## src/hdl/sle_pkg.sv

```systemverilog
// Shared command, status and sequencer types for the sequential list engine.
`default_nettype none

package sle_pkg;

  // Command codes carried on the input tuser
  typedef enum logic [2:0] {
    CMD_INSERT = 3'd0,
    CMD_DELETE = 3'd1,
    CMD_READ   = 3'd2,
    CMD_SEARCH = 3'd3,
    CMD_CLEAR  = 3'd4
  } cmd_t;

  // Result status codes
  typedef enum logic [1:0] {
    ST_OK    = 2'd0,
    ST_RANGE = 2'd1,
    ST_FULL  = 2'd2
  } status_t;

  // Sequencer states
  typedef enum logic [1:0] {
    S_IDLE   = 2'd0,
    S_SWEEP  = 2'd1,
    S_FINISH = 2'd2
  } state_t;

  // Field widths of the stream payloads
  localparam int POS_W   = 7;
  localparam int BYTE_W  = 8;
  localparam int IN_TD_W = 16;
  localparam int OUT_TD_W = 32;

endpackage

`default_nettype wire

```

## src/hdl/sle_ram.sv

```systemverilog
// Generic single-write, single-read RAM with registered read data.
`default_nettype none

module sle_ram #(
  parameter int WIDTH = 8,
  parameter int DEPTH = 64,
  localparam int AW = (DEPTH > 1) ? $clog2(DEPTH) : 1
) (
  input  wire logic             clk,
  input  wire logic             we,
  input  wire logic [AW-1:0]    waddr,
  input  wire logic [WIDTH-1:0] wdata,
  input  wire logic [AW-1:0]    raddr,
  output logic      [WIDTH-1:0] rdata
);

  logic [WIDTH-1:0] mem [DEPTH];

  // Write port and registered read port
  always_ff @(posedge clk) begin
    if (we) begin
      mem[waddr] <= wdata;
    end
    rdata <= mem[raddr];
  end

endmodule

`default_nettype wire

```

## src/hdl/sequential_list_engine.sv

```systemverilog
// Top level of the sequential list engine: command sequencer around one RAM.
//
//  channel | dir | handshake              | payload
//  --------+-----+------------------------+---------------------------------------------
//  in_     | in  | in_tvalid / in_tready  | tuser: cmd; tdata: position, value_in
//  out_    | out | out_tvalid / out_tready| tdata: status, value_out, found_position,
//          |     |                        |        list_count, is_empty
//
// Each item walks R entries through the RAM read port, one per cycle:
// insert count-position+1, delete count-position+1, read 1, search count,
// otherwise 0. At most DEPTH entries are walked.
// Reset (synchronous, rst_n low) empties the list; RAM contents are not cleared.
// in_tready is high only while the sequencer is idle; a finished result sits in
// the output register so the next item is taken while it waits.
// A stalled output holds the sequencer in its last state until the slot frees.
`default_nettype none

module sequential_list_engine #(
  parameter int DEPTH      = 64,
  parameter int ELEM_WIDTH = 8
) (
  input  wire logic                          clk,
  input  wire logic                          rst_n,
  input  wire logic                          in_tvalid,
  output logic                               in_tready,
  input  wire logic [2:0]                    in_tuser,   // [2:0] cmd
  input  wire logic [sle_pkg::IN_TD_W-1:0]   in_tdata,   // [6:0] position, [14:7] value_in
  output logic                               out_tvalid,
  input  wire logic                          out_tready,
  output logic      [sle_pkg::OUT_TD_W-1:0]  out_tdata   // [1:0] status, [9:2] value_out,
                                                         // [16:10] found_position,
                                                         // [23:17] list_count, [24] is_empty
);

  localparam int AW = (DEPTH > 1) ? $clog2(DEPTH) : 1;
  localparam int CW = $clog2(DEPTH + 1);
  localparam int PW = ((CW > sle_pkg::POS_W) ? CW : sle_pkg::POS_W) + 1;
  localparam int EW = ELEM_WIDTH;

  // Sequencer and command registers
  sle_pkg::state_t  state_r, state_nxt;
  sle_pkg::cmd_t    cmd_r, cmd_nxt;
  sle_pkg::status_t status_r, status_nxt;
  logic [EW-1:0]    val_r, val_nxt;
  logic [AW-1:0]    pos_m1_r, pos_m1_nxt;
  logic [CW-1:0]    count_r, count_nxt;

  // Sweep control
  logic [AW-1:0]    rd_idx_r, rd_idx_nxt;
  logic [AW-1:0]    rd_end_r, rd_end_nxt;
  logic             rd_down_r, rd_down_nxt;
  logic             rd_go_r, rd_go_nxt;
  logic             live_r, live_nxt;
  logic [AW-1:0]    tag_r, tag_nxt;

  // Gathered results
  logic [EW-1:0]    vout_r, vout_nxt;
  logic [PW-1:0]    found_r, found_nxt;
  logic             hit_r, hit_nxt;

  // Output register
  logic                          out_valid_r, out_valid_nxt;
  logic [sle_pkg::OUT_TD_W-1:0]  out_data_r, out_data_nxt;

  // RAM port signals
  logic           mem_we;
  logic [AW-1:0]  mem_waddr;
  logic [EW-1:0]  mem_wdata;
  logic [EW-1:0]  mem_rdata;

  // Input field decode
  logic [PW-1:0]  pos_w, cnt_w, pos_m1_w, cnt_m1_w, cnt_p1_w, tag_p1_w;
  logic [EW-1:0]  val_c;
  logic [sle_pkg::BYTE_W-1:0] vout_byte;
  logic [PW-1:0]  cnt_new_w;
  logic           in_acc;

  assign in_acc   = in_tvalid && in_tready;
  assign pos_w    = PW'(in_tdata[sle_pkg::POS_W-1:0]);
  assign cnt_w    = PW'(count_r);
  assign pos_m1_w = pos_w - PW'(1);
  assign cnt_m1_w = cnt_w - PW'(1);
  assign cnt_p1_w = cnt_w + PW'(1);
  assign tag_p1_w = PW'(tag_r) + PW'(1);

  // Fit the 8-bit value field to the element width, and an element back to a byte
  for (genvar gi = 0; gi < EW; gi++) begin : g_val_in
    if (gi < sle_pkg::BYTE_W) begin : g_bit
      assign val_c[gi] = in_tdata[sle_pkg::POS_W + gi];
    end else begin : g_zero
      assign val_c[gi] = 1'b0;
    end
  end

  for (genvar gb = 0; gb < sle_pkg::BYTE_W; gb++) begin : g_val_out
    if (gb < EW) begin : g_bit
      assign vout_byte[gb] = vout_r[gb];
    end else begin : g_zero
      assign vout_byte[gb] = 1'b0;
    end
  end

  sle_ram #(
    .WIDTH (EW),
    .DEPTH (DEPTH)
  ) u_store (
    .clk   (clk),
    .we    (mem_we),
    .waddr (mem_waddr),
    .wdata (mem_wdata),
    .raddr (rd_idx_r),
    .rdata (mem_rdata)
  );

  // Control registers
  always_ff @(posedge clk) begin
    if (!rst_n) begin
      state_r     <= sle_pkg::S_IDLE;
      count_r     <= '0;
      rd_go_r     <= 1'b0;
      live_r      <= 1'b0;
      out_valid_r <= 1'b0;
    end else begin
      state_r     <= state_nxt;
      count_r     <= count_nxt;
      rd_go_r     <= rd_go_nxt;
      live_r      <= live_nxt;
      out_valid_r <= out_valid_nxt;
    end
  end

  // Payload registers
  always_ff @(posedge clk) begin
    cmd_r      <= cmd_nxt;
    status_r   <= status_nxt;
    val_r      <= val_nxt;
    pos_m1_r   <= pos_m1_nxt;
    rd_idx_r   <= rd_idx_nxt;
    rd_end_r   <= rd_end_nxt;
    rd_down_r  <= rd_down_nxt;
    tag_r      <= tag_nxt;
    vout_r     <= vout_nxt;
    found_r    <= found_nxt;
    hit_r      <= hit_nxt;
    out_data_r <= out_data_nxt;
  end

  // Next count for the command just finished
  always_comb begin
    cnt_new_w = cnt_w;
    if (status_r == sle_pkg::ST_OK) begin
      case (cmd_r)
        sle_pkg::CMD_INSERT: cnt_new_w = cnt_p1_w;
        sle_pkg::CMD_DELETE: cnt_new_w = cnt_m1_w;
        sle_pkg::CMD_CLEAR:  cnt_new_w = '0;
        default:             cnt_new_w = cnt_w;
      endcase
    end
  end

  // Sequencer: decode on accept, sweep the RAM, then post the result
  always_comb begin
    state_nxt     = state_r;
    cmd_nxt       = cmd_r;
    status_nxt    = status_r;
    val_nxt       = val_r;
    pos_m1_nxt    = pos_m1_r;
    count_nxt     = count_r;
    rd_idx_nxt    = rd_idx_r;
    rd_end_nxt    = rd_end_r;
    rd_down_nxt   = rd_down_r;
    rd_go_nxt     = rd_go_r;
    live_nxt      = 1'b0;
    tag_nxt       = rd_idx_r;
    vout_nxt      = vout_r;
    found_nxt     = found_r;
    hit_nxt       = hit_r;
    out_data_nxt  = out_data_r;
    out_valid_nxt = out_valid_r && !out_tready;
    mem_we        = 1'b0;
    mem_waddr     = tag_r;
    mem_wdata     = mem_rdata;
    in_tready     = (state_r == sle_pkg::S_IDLE);

    case (state_r)
      sle_pkg::S_IDLE: begin
        rd_go_nxt = 1'b0;
        if (in_acc) begin
          cmd_nxt    = sle_pkg::cmd_t'(in_tuser);
          val_nxt    = val_c;
          pos_m1_nxt = pos_m1_w[AW-1:0];
          status_nxt = sle_pkg::ST_OK;
          vout_nxt   = '0;
          found_nxt  = '0;
          hit_nxt    = 1'b0;
          state_nxt  = sle_pkg::S_SWEEP;
          case (sle_pkg::cmd_t'(in_tuser))
            sle_pkg::CMD_INSERT: begin
              // Walk from the top entry down to the insert slot
              rd_idx_nxt  = cnt_m1_w[AW-1:0];
              rd_end_nxt  = pos_m1_w[AW-1:0];
              rd_down_nxt = 1'b1;
              if (pos_w == '0 || pos_w > cnt_p1_w) begin
                status_nxt = sle_pkg::ST_RANGE;
              end else if (cnt_w == PW'(DEPTH)) begin
                status_nxt = sle_pkg::ST_FULL;
              end else begin
                rd_go_nxt = (cnt_w >= pos_w);
              end
            end
            sle_pkg::CMD_DELETE, sle_pkg::CMD_READ: begin
              // Delete walks from the slot up to the top; read takes one entry
              rd_idx_nxt  = pos_m1_w[AW-1:0];
              rd_down_nxt = 1'b0;
              if (sle_pkg::cmd_t'(in_tuser) == sle_pkg::CMD_DELETE) begin
                rd_end_nxt = cnt_m1_w[AW-1:0];
              end else begin
                rd_end_nxt = pos_m1_w[AW-1:0];
              end
              if (pos_w == '0 || pos_w > cnt_w) begin
                status_nxt = sle_pkg::ST_RANGE;
              end else begin
                rd_go_nxt = 1'b1;
              end
            end
            sle_pkg::CMD_SEARCH: begin
              rd_idx_nxt  = '0;
              rd_end_nxt  = cnt_m1_w[AW-1:0];
              rd_down_nxt = 1'b0;
              rd_go_nxt   = (cnt_w != '0);
            end
            default: begin
              rd_go_nxt = 1'b0;
            end
          endcase
        end
      end

      sle_pkg::S_SWEEP: begin
        // Issue the next read
        if (rd_go_r) begin
          live_nxt = 1'b1;
          if (rd_idx_r == rd_end_r) begin
            rd_go_nxt = 1'b0;
          end else if (rd_down_r) begin
            rd_idx_nxt = rd_idx_r - AW'(1);
          end else begin
            rd_idx_nxt = rd_idx_r + AW'(1);
          end
        end
        // Consume the data of the read issued last cycle
        if (live_r) begin
          case (cmd_r)
            sle_pkg::CMD_INSERT: begin
              mem_we    = 1'b1;
              mem_waddr = tag_p1_w[AW-1:0];
            end
            sle_pkg::CMD_DELETE: begin
              if (tag_r == pos_m1_r) begin
                vout_nxt = mem_rdata;
              end else begin
                mem_we    = 1'b1;
                mem_waddr = tag_r - AW'(1);
              end
            end
            sle_pkg::CMD_READ: begin
              vout_nxt = mem_rdata;
            end
            sle_pkg::CMD_SEARCH: begin
              if (!hit_r && mem_rdata == val_r) begin
                hit_nxt   = 1'b1;
                found_nxt = tag_p1_w;
              end
            end
            default: begin
              mem_we = 1'b0;
            end
          endcase
        end
        // Leave once no read is pending; the last data is consumed this cycle
        if (!rd_go_r) begin
          state_nxt = sle_pkg::S_FINISH;
        end
      end

      sle_pkg::S_FINISH: begin
        // Drop the new element into its slot, then post the result
        if (cmd_r == sle_pkg::CMD_INSERT && status_r == sle_pkg::ST_OK) begin
          mem_we    = 1'b1;
          mem_waddr = pos_m1_r;
          mem_wdata = val_r;
        end
        if (!out_valid_r || out_tready) begin
          out_valid_nxt = 1'b1;
          count_nxt     = cnt_new_w[CW-1:0];
          out_data_nxt  = {7'd0,
                           (cnt_new_w == '0),
                           cnt_new_w[sle_pkg::POS_W-1:0],
                           found_r[sle_pkg::POS_W-1:0],
                           vout_byte,
                           status_r};
          state_nxt     = sle_pkg::S_IDLE;
        end
      end

      default: begin
        state_nxt = sle_pkg::S_IDLE;
      end
    endcase
  end

  assign out_tvalid = out_valid_r;
  assign out_tdata  = out_data_r;

  // The list never grows past the store
  a_count_bound: assert property (@(posedge clk) disable iff (!rst_n)
    PW'(count_r) <= PW'(DEPTH))
    else $error("list count exceeds store depth");

  // An accepted item closes the input until its result is posted
  a_busy_after_accept: assert property (@(posedge clk) disable iff (!rst_n)
    in_acc |=> !in_tready)
    else $error("input reopened right after accept");

  // The count only moves when a result is posted
  a_count_moves_on_post: assert property (@(posedge clk) disable iff (!rst_n)
    (state_r != sle_pkg::S_FINISH) |=> $stable(count_r))
    else $error("count changed outside result posting");

  // The store is never written while idle
  a_no_idle_write: assert property (@(posedge clk) disable iff (!rst_n)
    (state_r == sle_pkg::S_IDLE) |-> !mem_we)
    else $error("store written while idle");

endmodule

`default_nettype wire
```

## config.mk

```make
export PLATFORM = sky130hd
export DESIGN_NAME = sequential_list_engine
export DESIGN_NICKNAME = d
export VERILOG_FILES = /design/src/hdl/sle_pkg.sv /design/src/hdl/sle_ram.sv /design/src/hdl/sequential_list_engine.sv
export SDC_FILE = /design/constraint.sdc
export NUM_CORES = 1
export LEC_CHECK = 0
export BUFFER_PORTS_ARGS = -buffer_cell sky130_fd_sc_hd__buf_2
export CORE_MARGIN = 10
export CORE_UTILIZATION = 25
export DETAILED_ROUTE_END_ITERATION = 12
export PLACE_DENSITY = 0.41
export SLEW_MARGIN = 20
export SYNTH_ARGS = -nofsm -noshare
export SYNTH_HDL_FRONTEND = slang
export SYNTH_SLANG_ARGS = --single-unit
export TNS_END_PERCENT = 1
```

## constraint.sdc

```tcl
create_clock -name clk -period 4.4 [get_ports clk]
set_clock_uncertainty 0.15 [all_clocks]
set_input_delay 0.22 -clock clk [delete_from_list [all_inputs] [get_ports clk]]
set_output_delay 0.22 -clock clk [all_outputs]
set_load 0.005 [all_outputs]
```

==> flow_summary_export.csv <==
group,metric,value,unit
clock_network,hold_buffers,20,
yosys,synth_edf_count,585,
setup_path,worst-setup-path-type,"reg2reg",
layout,final_common_cell,"edfxtp_1",
global_routing,grt_pass1_wl,97350,um
route,wl_per_cell,22.68,um
setup_path,critPathRequiredTime,4.55,ns
timing,fin_crit,3.745,ns
floorplanning,dieArea,114600,um^2
floorplanning,die_w,338.5,um
clock_network,cts_resized,0,
placed_design,hpwl,42980,um
yosys,syn_inst,1353,
timing,hold_slack,0.1248,ns
floorplanning,pin_count,57,
power,p_per_area,572.8,nW/um^2
global_routing,grt_pass1_vias,13510,
yosys,synth_ff_type,"edfxtp_1",
timing,finalSetupTns,0,ns
setup_path,path_delay_family,"simple AND/OR/NAND/NOR gates",
layout,design_area,30230,um^2
yosys,synth_warnings,0,
clock_network,clk_path_buf_depth,3,
yosys,synth-seq-cells,611,
layout,fin_cells,2925,
placed_design,placed_area,27820,um^2
floorplanning,die_h,338.5,um
timing,finalCritPeriodShare,85.12,%
layout,final_util,30.10,%
route,vias_per_cell,4.452,
power,vdd_drop_max,267.6,uV
timing,setup_violations,0,
route,vias,13020,
floorplanning,start_util,25.26,%
timing,slew-limit-headroom,35.63,%
yosys,synth_largest_area_cell,"edfxtp_1",
global_routing,track_usage,11.41,%
floorplanning,core,100400,um^2
power,p_leak,9.740,nW
setup_path,startpoint_type,"flop",
timing,finalHoldViolCount,0,
yosys,postSynthAreaPerCell,18.75,um^2
power,total_power,17.32,mW
clock_network,cts_tree,"yes",
route,wl,66340,um
run,drv_cap,0,
route,ant_nets,0,
layout,syn2layout_area_growth,19.18,%
setup_path,cp-end-kind,"flop",
clock_network,cts_root_buf,"clkbuf_16",
placed_design,place_ws,0.6888,ns
timing,rsz0062_at_grt,"no",
setup_path,cp_cell_sequence,"or3_1, o21ai_2, a31oi_1, a311oi_1, nand2_1, or3_1, nor3b_2, buf_4",
global_routing,antenna_found_initial,1,
floorplanning,rows,116,
global_routing,grtUsageMet2,19.28,%
yosys,synth_area_leaders,"edfxtp_1 69%, mux4_2 15%, dfxtp_1 2.1%",
global_routing,grt_use_met3,1.860,%
clock_network,cts_buffers,71,
global_routing,grt.busiest_layer,"met2",
global_routing,use_met1,15.24,%
layout,drive_gt1_share,28.72,%
setup_path,path_common_cell,"or3_1",
yosys,syn_area,25370,um^2
clock_network,clkSinkCount,611,
clock_network,worst_skew_pair.late_latency,0.60,ns
global_routing,grt_max_degree,73,
clock_network,path_clk_slew,0.06,ns
min_path,hp-class,"in2reg",
clock_network,post_cts_buffers,0,
timing,worst_pin_slew,0.9621,ns
placed_design,place_inst,2780,
global_routing,overflow,0,
setup_path,cp_slowest_cell,"or3_1",
layout,mostFrequentLayoutCells,"585 x edfxtp_1, 168 x mux4_2, 90 x buf_4",
placed_design,port_buffers,48,
yosys,synth_top_area_share,69.25,%
setup_path,crit_buf_inv,1,
route,drc,0,
setup_path,crit_fanout,11,
layout,final_nets,1568,
timing,slew_violations,0,
yosys,yosysUniqueCellTypes,73,
clock_network,cts_max_level,3,
route,drtPass1Iterations,5,
yosys,seq_area_frac_synth,71.31,%
timing,timing.fmax,267.0,MHz
route,drt-initial-drc-count,854,
timing,setup_ws,0.6546,ns
placed_design,gp_congestion,0.8014,
setup_path,cp.arrival,3.90,ns
setup_path,cp_slowest_stage_delay,0.66,ns
yosys,synth-async-reset-ratio,0,%
status,outcome,"completed",
[per-layer routing]
layer	part of all wire, %	wire (um)
met5	0	0
met4	1.7	1160
met3	3.3	2162
met2	50	33320
met1	45	29700
[power breakdown]
| part | total (mW) | internal [mW] | switching [mW] |
|---|---|---|---|
| registers | 7.70 | 7.44 | 0.256 |
| logic | 4.01 | 1.42 | 2.58 |
| clock network | 5.62 | 3.33 | 2.29 |
| total | 17.3 | 12.2 | 5.13 |
[kinds of logic after synthesis]
group	count (synthesis)	share of synthesized area [%]
other cells	1	0.01478
xor+xnor	43	1.485
simple gates	263	5.495
fa+ha+maj	29	1.460
flops	611	71.31
mux	176	15.25
compound gates	114	3.039
buf+inv	116	1.953
[cells in the mapped netlist (all sizes together), types with 3 or more instances]
master	n
a21boi	4
a21o	6
a21oi	34
a31oi	7
and2	13
and3	11
buf	34
clkbuf	48
dfxtp	26
edfxtp	585
ha	28
inv	32
mux2	3
mux2i	5
mux4	168
nand2	54
nand2b	3
nand3	28
nand3b	3
nand4	7
nor2	70
nor2b	4
nor3	29
nor3b	21
nor4	8
o21a	4
o21ai	20
o22ai	11
or3	7
xnor2	21
xor2	22
[state kept, by name, indices dropped and copies added, names as in the netlist, 2 cells and up]
register / count
rd_end_r: 6
rd_idx_r: 6
count_r: 7
out_tdata: 25
u_store.rdata: 8
cmd_r: 3
vout_byte: 8
tag_r: 6
u_store.mem: 512
found_r: 7
pos_m1_r: 6
state_r: 2
val_r: 8
status_r: 2
[cell type report]
| class | count | area [um^2] |
|---|---|---|
| Fill cell | 9878 | 70200 |
| Inverter | 34 | 127.6 |
| Antenna cell | 1 | 2.502 |
| Clock buffer | 87 | 1879 |
| Clock inverter | 37 | 331.6 |
| Timing Repair Buffer | 166 | 1276 |
| Multi-Input combinational cell | 632 | 6829 |
| Tap cell | 1357 | 1698 |
| Sequential cell | 611 | 18090 |
[final timing paths]
check / startpoint / endpoint / slack (ns) / cells after the start
max reg2reg: cmd_r[1]$_DFFE_PP_ / u_store.mem[4][7]$_DFFE_PP_ / 0.65 / 8
max: cmd_r[1]$_DFFE_PP_ / u_store.mem[4][7]$_DFFE_PP_ / 0.65 / 8
min reg2reg: found_r[1]$_SDFFCE_PN0P_ / out_tdata[11]$_DFFE_PP_ / 0.26 / 0
min: in_tdata[1] / pos_m1_r[5]$_DFFE_PP_ / 0.12 / 4
[worst reg2reg max path: stages (launching register included)]
cell and delay [ns]:
edfxtp_1 0.53, or3_1 0.51, o21ai_2 0.27, a31oi_1 0.13, a311oi_1 0.39, nand2_1 0.19
or3_1 0.66, nor3b_2 0.40, buf_4 0.22
Power figures use the tool's default switching activity.
